`src/sv/hel_pkg.sv`:
```
// Shared types, constants and helpers for the hex encoder with line wrapping.
// No dependencies; imported by every module of the block.
`timescale 1ns / 1ps

package hel_pkg;

  localparam int unsigned COL_W   = 12;  // column counter and line length width
  localparam int unsigned CHAR_W  = 8;
  localparam int unsigned BYTE_W  = 8;
  localparam int unsigned SLOTS   = 4;   // most characters one request can produce
  localparam int unsigned CNT_W   = 3;   // holds 0..SLOTS
  localparam int unsigned IDX_W   = 2;   // indexes 0..SLOTS-1
  localparam int unsigned CFG_IDX_W  = 1;
  localparam int unsigned CFG_DATA_W = COL_W;

  localparam logic [CHAR_W-1:0] NEWLINE = 8'h0A;

  // operation codes of an input request
  localparam logic OP_ENCODE = 1'b0;
  localparam logic OP_FLUSH  = 1'b1;

  // configuration register indexes
  localparam logic [CFG_IDX_W-1:0] CFG_UPPERCASE   = 1'b0;
  localparam logic [CFG_IDX_W-1:0] CFG_LINE_LENGTH = 1'b1;

  // characters produced by one request, in emission order
  typedef struct packed {
    logic [SLOTS-1:0][CHAR_W-1:0] chars;
    logic [CNT_W-1:0]             cnt;
  } seq_t;

  // ASCII hex digit of a nibble
  function automatic logic [CHAR_W-1:0] hex_digit(input logic [3:0] nib,
                                                   input logic       upper);
    logic [CHAR_W-1:0] base;
    base = upper ? 8'h41 : 8'h61;
    if (nib < 4'd10) begin
      hex_digit = 8'h30 + {4'h0, nib};
    end else begin
      hex_digit = base + {4'h0, nib} - 8'd10;
    end
  endfunction

endpackage

```
`src/sv/hex_encoder_line_wrap.sv`:
```
// Hex encoder with line wrapping, top level: input register, column state,
// configuration registers, formatter and result buffer. Uses hel_pkg.
// Path: an accepted request waits in the input register until the result buffer
// can load its formatted sequence; the buffer then offers the first character.
// Throughput: one character per cycle while out_ready is high; a data byte yields
// 2 to 4 characters on the single-character output port, a flush at most one newline.
// Reset (synchronous, rst_n low): pipeline empty, column 0, uppercase 1, line length 0.
`timescale 1ns / 1ps

module hex_encoder_line_wrap (
  input  logic                             clk,
  input  logic                             rst_n,
  input  logic                             cfg_we,
  input  logic [hel_pkg::CFG_IDX_W-1:0]    cfg_index,
  input  logic [hel_pkg::CFG_DATA_W-1:0]   cfg_data,
  input  logic                             in_valid,
  output logic                             in_ready,
  input  logic                             in_operation,
  input  logic [hel_pkg::BYTE_W-1:0]       in_data_byte,
  output logic                             out_valid,
  input  logic                             out_ready,
  output logic [hel_pkg::CHAR_W-1:0]       out_character,
  output logic                             out_last
);
  import hel_pkg::*;

  logic              uppercase_r;
  logic [COL_W-1:0]  line_length_r;
  logic [COL_W-1:0]  col_r;
  logic [COL_W-1:0]  col_nxt;
  logic              s1_valid_r;
  logic              s1_op_r;
  logic [BYTE_W-1:0] s1_byte_r;
  logic              s1_move;
  logic              buf_ready;
  seq_t              seq;

  // configuration registers
  always_ff @(posedge clk) begin
    if (!rst_n) begin
      uppercase_r   <= 1'b1;
      line_length_r <= '0;
    end else if (cfg_we) begin
      case (cfg_index)
        CFG_UPPERCASE:   uppercase_r   <= cfg_data[0];
        CFG_LINE_LENGTH: line_length_r <= cfg_data;
        default: ;
      endcase
    end
  end

  // input register handshake
  assign s1_move  = s1_valid_r && buf_ready;
  assign in_ready = !s1_valid_r || s1_move;

  always_ff @(posedge clk) begin
    if (!rst_n) begin
      s1_valid_r <= 1'b0;
    end else if (in_ready) begin
      s1_valid_r <= in_valid;
    end
  end

  always_ff @(posedge clk) begin
    if (in_valid && in_ready) begin
      s1_op_r   <= in_operation;
      s1_byte_r <= in_data_byte;
    end
  end

  // formatter
  hel_format u_format (
    .op          (s1_op_r),
    .data_byte   (s1_byte_r),
    .col         (col_r),
    .line_length (line_length_r),
    .uppercase   (uppercase_r),
    .seq         (seq),
    .col_nxt     (col_nxt)
  );

  // column counter advances when a request leaves the input register
  always_ff @(posedge clk) begin
    if (!rst_n) begin
      col_r <= '0;
    end else if (s1_move) begin
      col_r <= col_nxt;
    end
  end

  // result buffer
  hel_out_buf u_out_buf (
    .clk           (clk),
    .rst_n         (rst_n),
    .load_valid    (s1_valid_r),
    .load_seq      (seq),
    .load_ready    (buf_ready),
    .out_valid     (out_valid),
    .out_ready     (out_ready),
    .out_character (out_character),
    .out_last      (out_last)
  );

  a_accept_fills: assert property (@(posedge clk) disable iff (!rst_n)
    (in_valid && in_ready) |=> s1_valid_r)
    else $error("accepted request not held in input register");
  a_stall_holds: assert property (@(posedge clk) disable iff (!rst_n)
    (s1_valid_r && !s1_move) |=> (s1_valid_r && $stable(s1_byte_r) && $stable(s1_op_r)))
    else $error("stalled request lost or changed");
  a_col_frozen: assert property (@(posedge clk) disable iff (!rst_n)
    !s1_move |=> $stable(col_r))
    else $error("column changed without a request");

endmodule

```
`src/sv/hel_format.sv`:
```
// Single-pass formatter: turns one request and the current column into the
// character sequence it produces and the next column. Uses hel_pkg.
`timescale 1ns / 1ps

module hel_format (
  input  logic                      op,
  input  logic [hel_pkg::BYTE_W-1:0] data_byte,
  input  logic [hel_pkg::COL_W-1:0]  col,
  input  logic [hel_pkg::COL_W-1:0]  line_length,
  input  logic                      uppercase,
  output hel_pkg::seq_t             seq,
  output logic [hel_pkg::COL_W-1:0]  col_nxt
);
  import hel_pkg::*;

  logic              wrap_on;
  logic [CHAR_W-1:0] dig_hi;
  logic [CHAR_W-1:0] dig_lo;
  logic [COL_W-1:0]  col_a;
  logic [COL_W-1:0]  col_a_kept;
  logic [COL_W-1:0]  col_b;
  logic              nl_a;
  logic              nl_b;

  assign wrap_on = (line_length != '0);
  assign dig_hi  = hex_digit(data_byte[7:4], uppercase);
  assign dig_lo  = hex_digit(data_byte[3:0], uppercase);

  // column after each digit; counter wraps modulo 2^COL_W
  assign col_a      = col + COL_W'(1);
  assign nl_a       = wrap_on && (col_a == line_length);
  assign col_a_kept = nl_a ? '0 : col_a;
  assign col_b      = col_a_kept + COL_W'(1);
  assign nl_b       = wrap_on && (col_b == line_length);

  // assemble the sequence
  always_comb begin
    seq.chars = '{default: NEWLINE};
    seq.cnt   = '0;
    col_nxt   = col;
    if (op == OP_FLUSH) begin
      seq.cnt = (wrap_on && col != '0) ? CNT_W'(1) : CNT_W'(0);
      col_nxt = '0;
    end else begin
      seq.chars[0] = dig_hi;
      if (nl_a) begin
        seq.chars[2] = dig_lo;       // newline sits between the two digits
      end else begin
        seq.chars[1] = dig_lo;
      end
      seq.cnt = CNT_W'(2) + CNT_W'(nl_a) + CNT_W'(nl_b);
      if (wrap_on) begin
        col_nxt = nl_b ? '0 : col_b;
      end
    end
  end

endmodule

```
`src/sv/hel_out_buf.sv`:
```
// Result buffer: holds one formatted sequence and streams it one character
// per cycle while out_ready is high, with a last flag. Uses hel_pkg.
`timescale 1ns / 1ps

module hel_out_buf (
  input  logic                       clk,
  input  logic                       rst_n,
  input  logic                       load_valid,
  input  hel_pkg::seq_t              load_seq,
  output logic                       load_ready,
  output logic                       out_valid,
  input  logic                       out_ready,
  output logic [hel_pkg::CHAR_W-1:0] out_character,
  output logic                       out_last
);
  import hel_pkg::*;

  logic [SLOTS-1:0][CHAR_W-1:0] chars_r;
  logic [CNT_W-1:0]             cnt_r;
  logic [IDX_W-1:0]             idx_r;
  logic                         valid_r;
  logic                         is_last;
  logic                         take;
  logic                         load;

  assign is_last       = ({1'b0, idx_r} == (cnt_r - CNT_W'(1)));
  assign take          = valid_r && out_ready;
  assign load_ready    = !valid_r || (take && is_last);
  assign load          = load_valid && load_ready;

  assign out_valid     = valid_r;
  assign out_character = chars_r[idx_r];
  assign out_last      = is_last;

  // control: valid flag and character index
  always_ff @(posedge clk) begin
    if (!rst_n) begin
      valid_r <= 1'b0;
      idx_r   <= '0;
      cnt_r   <= '0;
    end else if (load) begin
      valid_r <= (load_seq.cnt != '0);
      idx_r   <= '0;
      cnt_r   <= load_seq.cnt;
    end else if (take) begin
      if (is_last) begin
        valid_r <= 1'b0;
      end
      idx_r <= idx_r + IDX_W'(1);
    end
  end

  // payload
  always_ff @(posedge clk) begin
    if (load) begin
      chars_r <= load_seq.chars;
    end
  end

  a_cnt_nonzero: assert property (@(posedge clk) disable iff (!rst_n)
    valid_r |-> (cnt_r != '0))
    else $error("buffer holds a sequence of zero characters");
  a_idx_in_range: assert property (@(posedge clk) disable iff (!rst_n)
    valid_r |-> ({1'b0, idx_r} < cnt_r))
    else $error("character index beyond sequence length");
  a_step_index: assert property (@(posedge clk) disable iff (!rst_n)
    (take && !is_last && !load) |=> (idx_r == $past(idx_r) + IDX_W'(1)))
    else $error("index did not advance after a character was taken");

endmodule
```
`config.mk`:
```
export PLATFORM = sky130hd
export DESIGN_NAME = hex_encoder_line_wrap
export DESIGN_NICKNAME = d
export VERILOG_FILES = /design/src/sv/hel_pkg.sv /design/src/sv/hex_encoder_line_wrap.sv /design/src/sv/hel_format.sv /design/src/sv/hel_out_buf.sv
export SDC_FILE = /design/constraint.sdc
export NUM_CORES = 1
export LEC_CHECK = 0
export BUFFER_PORTS_ARGS = -buffer_cell sky130_fd_sc_hd__buf_2
export CAP_MARGIN = 20
export CORE_UTILIZATION = 52
export CTS_CLUSTER_DIAMETER = 60
export DETAILED_ROUTE_END_ITERATION = 8
export PLACE_DENSITY = 0.78
export SYNTH_ARGS = -nofsm -noshare
export SYNTH_HDL_FRONTEND = slang
export SYNTH_SLANG_ARGS = --single-unit
```
`constraint.sdc`:
```
create_clock -name clk -period 5.8 [get_ports clk]
set_input_delay 1.16 -clock clk [delete_from_list [all_inputs] [get_ports clk]]
set_output_delay 1.16 -clock clk [all_outputs]
set_load 0.1 [all_outputs]
```
==> metrics.md <==
| Metric | Value |
|---|---|
| Hold depth | 2 |
| Worst-skew pair later-pin latency | 0.34 ns |
| Total GRT Usage | 25.37% |
| Async set-or-reset flop fraction in the synthesized netlist | 0% |
| Final period utilization | 93.16% |
| Post-CTS resize count | 0 |
| Maximum single-stage delay on the critical path | 0.63 ns |
| Cell variety after synth | 66 |
| Post-DP HPWL | 7539 um |
| DR WL/cell | 16.49 um |
| Row count | 32 |
| Top delay family on crit path | compound AO/OA/AOI/OAI gates |
| Hold-fix buffers, CTS | 0 |
| Antenna fix cells | 0 |
| Final #Nets | 547 |
| Seq pwr share | 48.1% |
| Worst path buffer plus inverter count | 1 |
| Initial core utilization | 53.87% |
| Worst slew margin | 43.54% |
| Gr ovfl total | 0 |
| Top cell type's share of synthesized area | 21.64% |
| Area grow syn2layout | 10.16% |
| DRT Pass-1 Iters | 6 |
| Peak supply drop | 0.1627 mV |
| Critical Path Source Type | flip-flop |
| Final WL | 10220 um |
| Synth cell count leaders | nand2_1 (64), dfxtp_1 (32), nor2_1 (31) |
| Crit Path Max Fanout | 14 |
| Synth top area cells | edfxtp_1 (22%), dfxtp_1 (15%), nand2_1 (5.8%) |
| Most used flip-flop cell after synthesis | dfxtp_1 |
| Tot Pwr | 1034 uW |
| R2R Setup Slk | 0.40 ns |
| Psw | 295.6 uW |
| Clock share of power | 38.3% |
| Final period demand of the worst path | 5.403 ns |
| FF-to-FF path depth | 16 |
| Fill count | 667 |
| Hold slack | 0.5211 ns |
| Vias in the first global route | 3340 |
| H-tree depth | 3 |
| Share of cells above drive strength 1 | 14.09% |
| Vias | 3722 |
| Synth Warn # | 0 |
| Die height | 91.47 um |
| Crit path DAT | 5.64 ns |
| Fmax | 0.1851 GHz |
| TritonCTS clock tree | yes |
| Leading area contributor after synthesis | edfxtp_1 |
| Critical Path End Type | flip-flop |
| Ports | 38 |
| Combinational power share | 13.6% |
| Pint | 738.0 uW |
| Mean area per synthesized cell | 8.427 um2 |
| DRT iter0 DRCs | 403 |
| Pin count of the biggest net entering global routing | 23 |
| Antenna violations before repair | 0 |
| Register area share after synthesis | 37.03% |
| Die X | 91.47 um |
| Status | finished, final reports clean |
| Clock-pin slew on the worst setup and hold paths | 0.08 ns |
| Routability-driven placement congestion ratio | 0.9940 |
| Hold/Removal Path Class | reg -> reg |
| Max-slew violations | 0 |
| Final Hold Fails | 0 |
| WS Path Type | reg -> reg |
| CTS Buf Count | 9 |
| CORE AREA | 0.007727 mm2 |
| Critical Path RT | 6.03 ns |
| Clock skew | 0.009277 ns |
| Root Driver | clkbuf_8 |
| CTS max path bufs | 2 |
| IO Port Bufs | 36 |
| Switching Share | 28.60% |
| TNS Setup | 0 ns |
| Worst Tran Pin Value | 0.8460 ns |
| Post-DRT Antenna Nets | 0 |
| Synth Cell Area | 0.004163 mm2 |
| Worst path cell trace | nand4_2 -> o31a_1 -> a311o_1 -> or4_4 -> nor4b_2 -> nor2_1 -> ha_1 -> o2111ai_1 -> nand2_1 -> and3_1 -> xnor2_1 -> a2111oi_0 -> o31ai_1 -> o21ai_2 -> inv_1 -> a32o_1 |
| Cells after Synth | 494 |
| Global-route wire length before repair | 16500 um |
| Vias per cell | 6.003 |
| RSZ-0062 raised after global routing | false |
| #FFs+latches synth | 62 |
| Post-synth EDFFs | 30 |
| Pwr/cell area | 225.4 mW/mm2 |
| Leakage | 0.001743 uW |
| Setup Fix Bufs, Post-CTS | 0 |
| CP max-delay cell | dfxtp_1 |
| Setup violators final | 0 |
| WP depth | 16 |
| Synthesized net count | 528 |
| Die area | 0.008367 mm2 |
| Most frequent cell after synthesis | nand2_1 |
| Max Cap Viol | 0 |
| DRC | 0 |
| CTS sink count | 62 |
through the flow:
stage,instances,worst slack [ns],instance area [um2],utilization (%)
detailed placement,604,0.5196,4379,56.67
floorplan,494,0.3731,4163,-
global placement,604,0.7291,4379,56.67
CTS,620,0.4851,4586,59.34
global route,620,0.08600,4586,59.34
finish,620,0.3967,4586,59.34
placed cells by master (no fill, tap or decap), types with 16 or more instances in the layout:
cell	instances
nor2_1	31
nor3_1	17
xnor2_1	21
a21oi_1	23
nand2_1	64
buf_2	36
dfxtp_1	32
nand3_1	19
edfxtp_1	30
o21ai_0	22
inv_1	19
nor2b_1	16
per-layer routing:
layer / track usage, % / part of all wire, % / wire, um / up-vias
met5: 0 / 0 / 0 / -
met4: 8.598 / 2.1 / 213 / 0
met3: 4.355 / 7.3 / 746 / 21
met2: 39.47 / 46 / 4704 / 152
met1: 35.54 / 45 / 4558 / 1735
li1: - / - / - / 1814
path summary, 6_finish.rpt:
kind,start,endpoint
setup reg to reg,col_r[2]$_SDFFE_PN0P_,col_r[11]$_SDFFE_PN0P_
setup / recovery,col_r[2]$_SDFFE_PN0P_,col_r[11]$_SDFFE_PN0P_
hold reg to reg,u_out_buf.cnt_r[1]$_SDFFE_PN0P_,u_out_buf.cnt_r[1]$_SDFFE_PN0P_
hold / removal,u_out_buf.cnt_r[1]$_SDFFE_PN0P_,u_out_buf.cnt_r[1]$_SDFFE_PN0P_
layout make-up:
| type | count | area, um2 | share of cell area, % |
|---|---|---|---|
| clock buffer | 10 | 137.6 | 3.001 |
| clock inverter | 6 | 68.82 | 1.501 |
| inverter | 19 | 71.32 | 1.555 |
| multi-input combinational | 375 | 2384 | 51.98 |
| sequential | 62 | 1541 | 33.62 |
| tap | 102 | 127.6 | 2.783 |
| timing repair buffer | 46 | 255.2 | 5.566 |
cell families after synthesis:
| family | share of synthesized area, % |
|---|---|
| other | 0.09008 |
| AOI/OAI and AO/OA | 18.46 |
| buffers and inverters | 5.711 |
| DFF | 37.03 |
| xor gates and xnor gates | 8.025 |
| adders and majority gates | 2.104 |
| and+or+nand+nor | 25.88 |
| muxes | 2.705 |
flip-flops by register name, indices dropped and copies added (netlist names):
name and cells:
u_out_buf.out_valid 1, col_r 12, s1_byte_r 8, u_out_buf.idx_r 2, u_out_buf.chars_r 21, u_out_buf.cnt_r 3, line_length_r 12, s1_valid_r 1
s1_op_r 1, uppercase_r 1
power groups by stage:
stage	sequential (uW)	combinational (uW)	clock [uW]
detailed placement	507	140	0
finish	497	141	396
global placement	506	138	0
CTS	497	140	399
floorplan	499	114	0
global route	499	155	416
worst reg2reg max path, delay by kind of cell (launching register included):
family	cells	cell delay, ns
xor gates and xnor gates	1	0.13
buffers and inverters	1	0.20
DFF	1	0.63
adders and majority gates	1	0.32
AOI/OAI and AO/OA	7	2.24
and+or+nand+nor	6	1.76
Power figures use the tool's default switching activity.
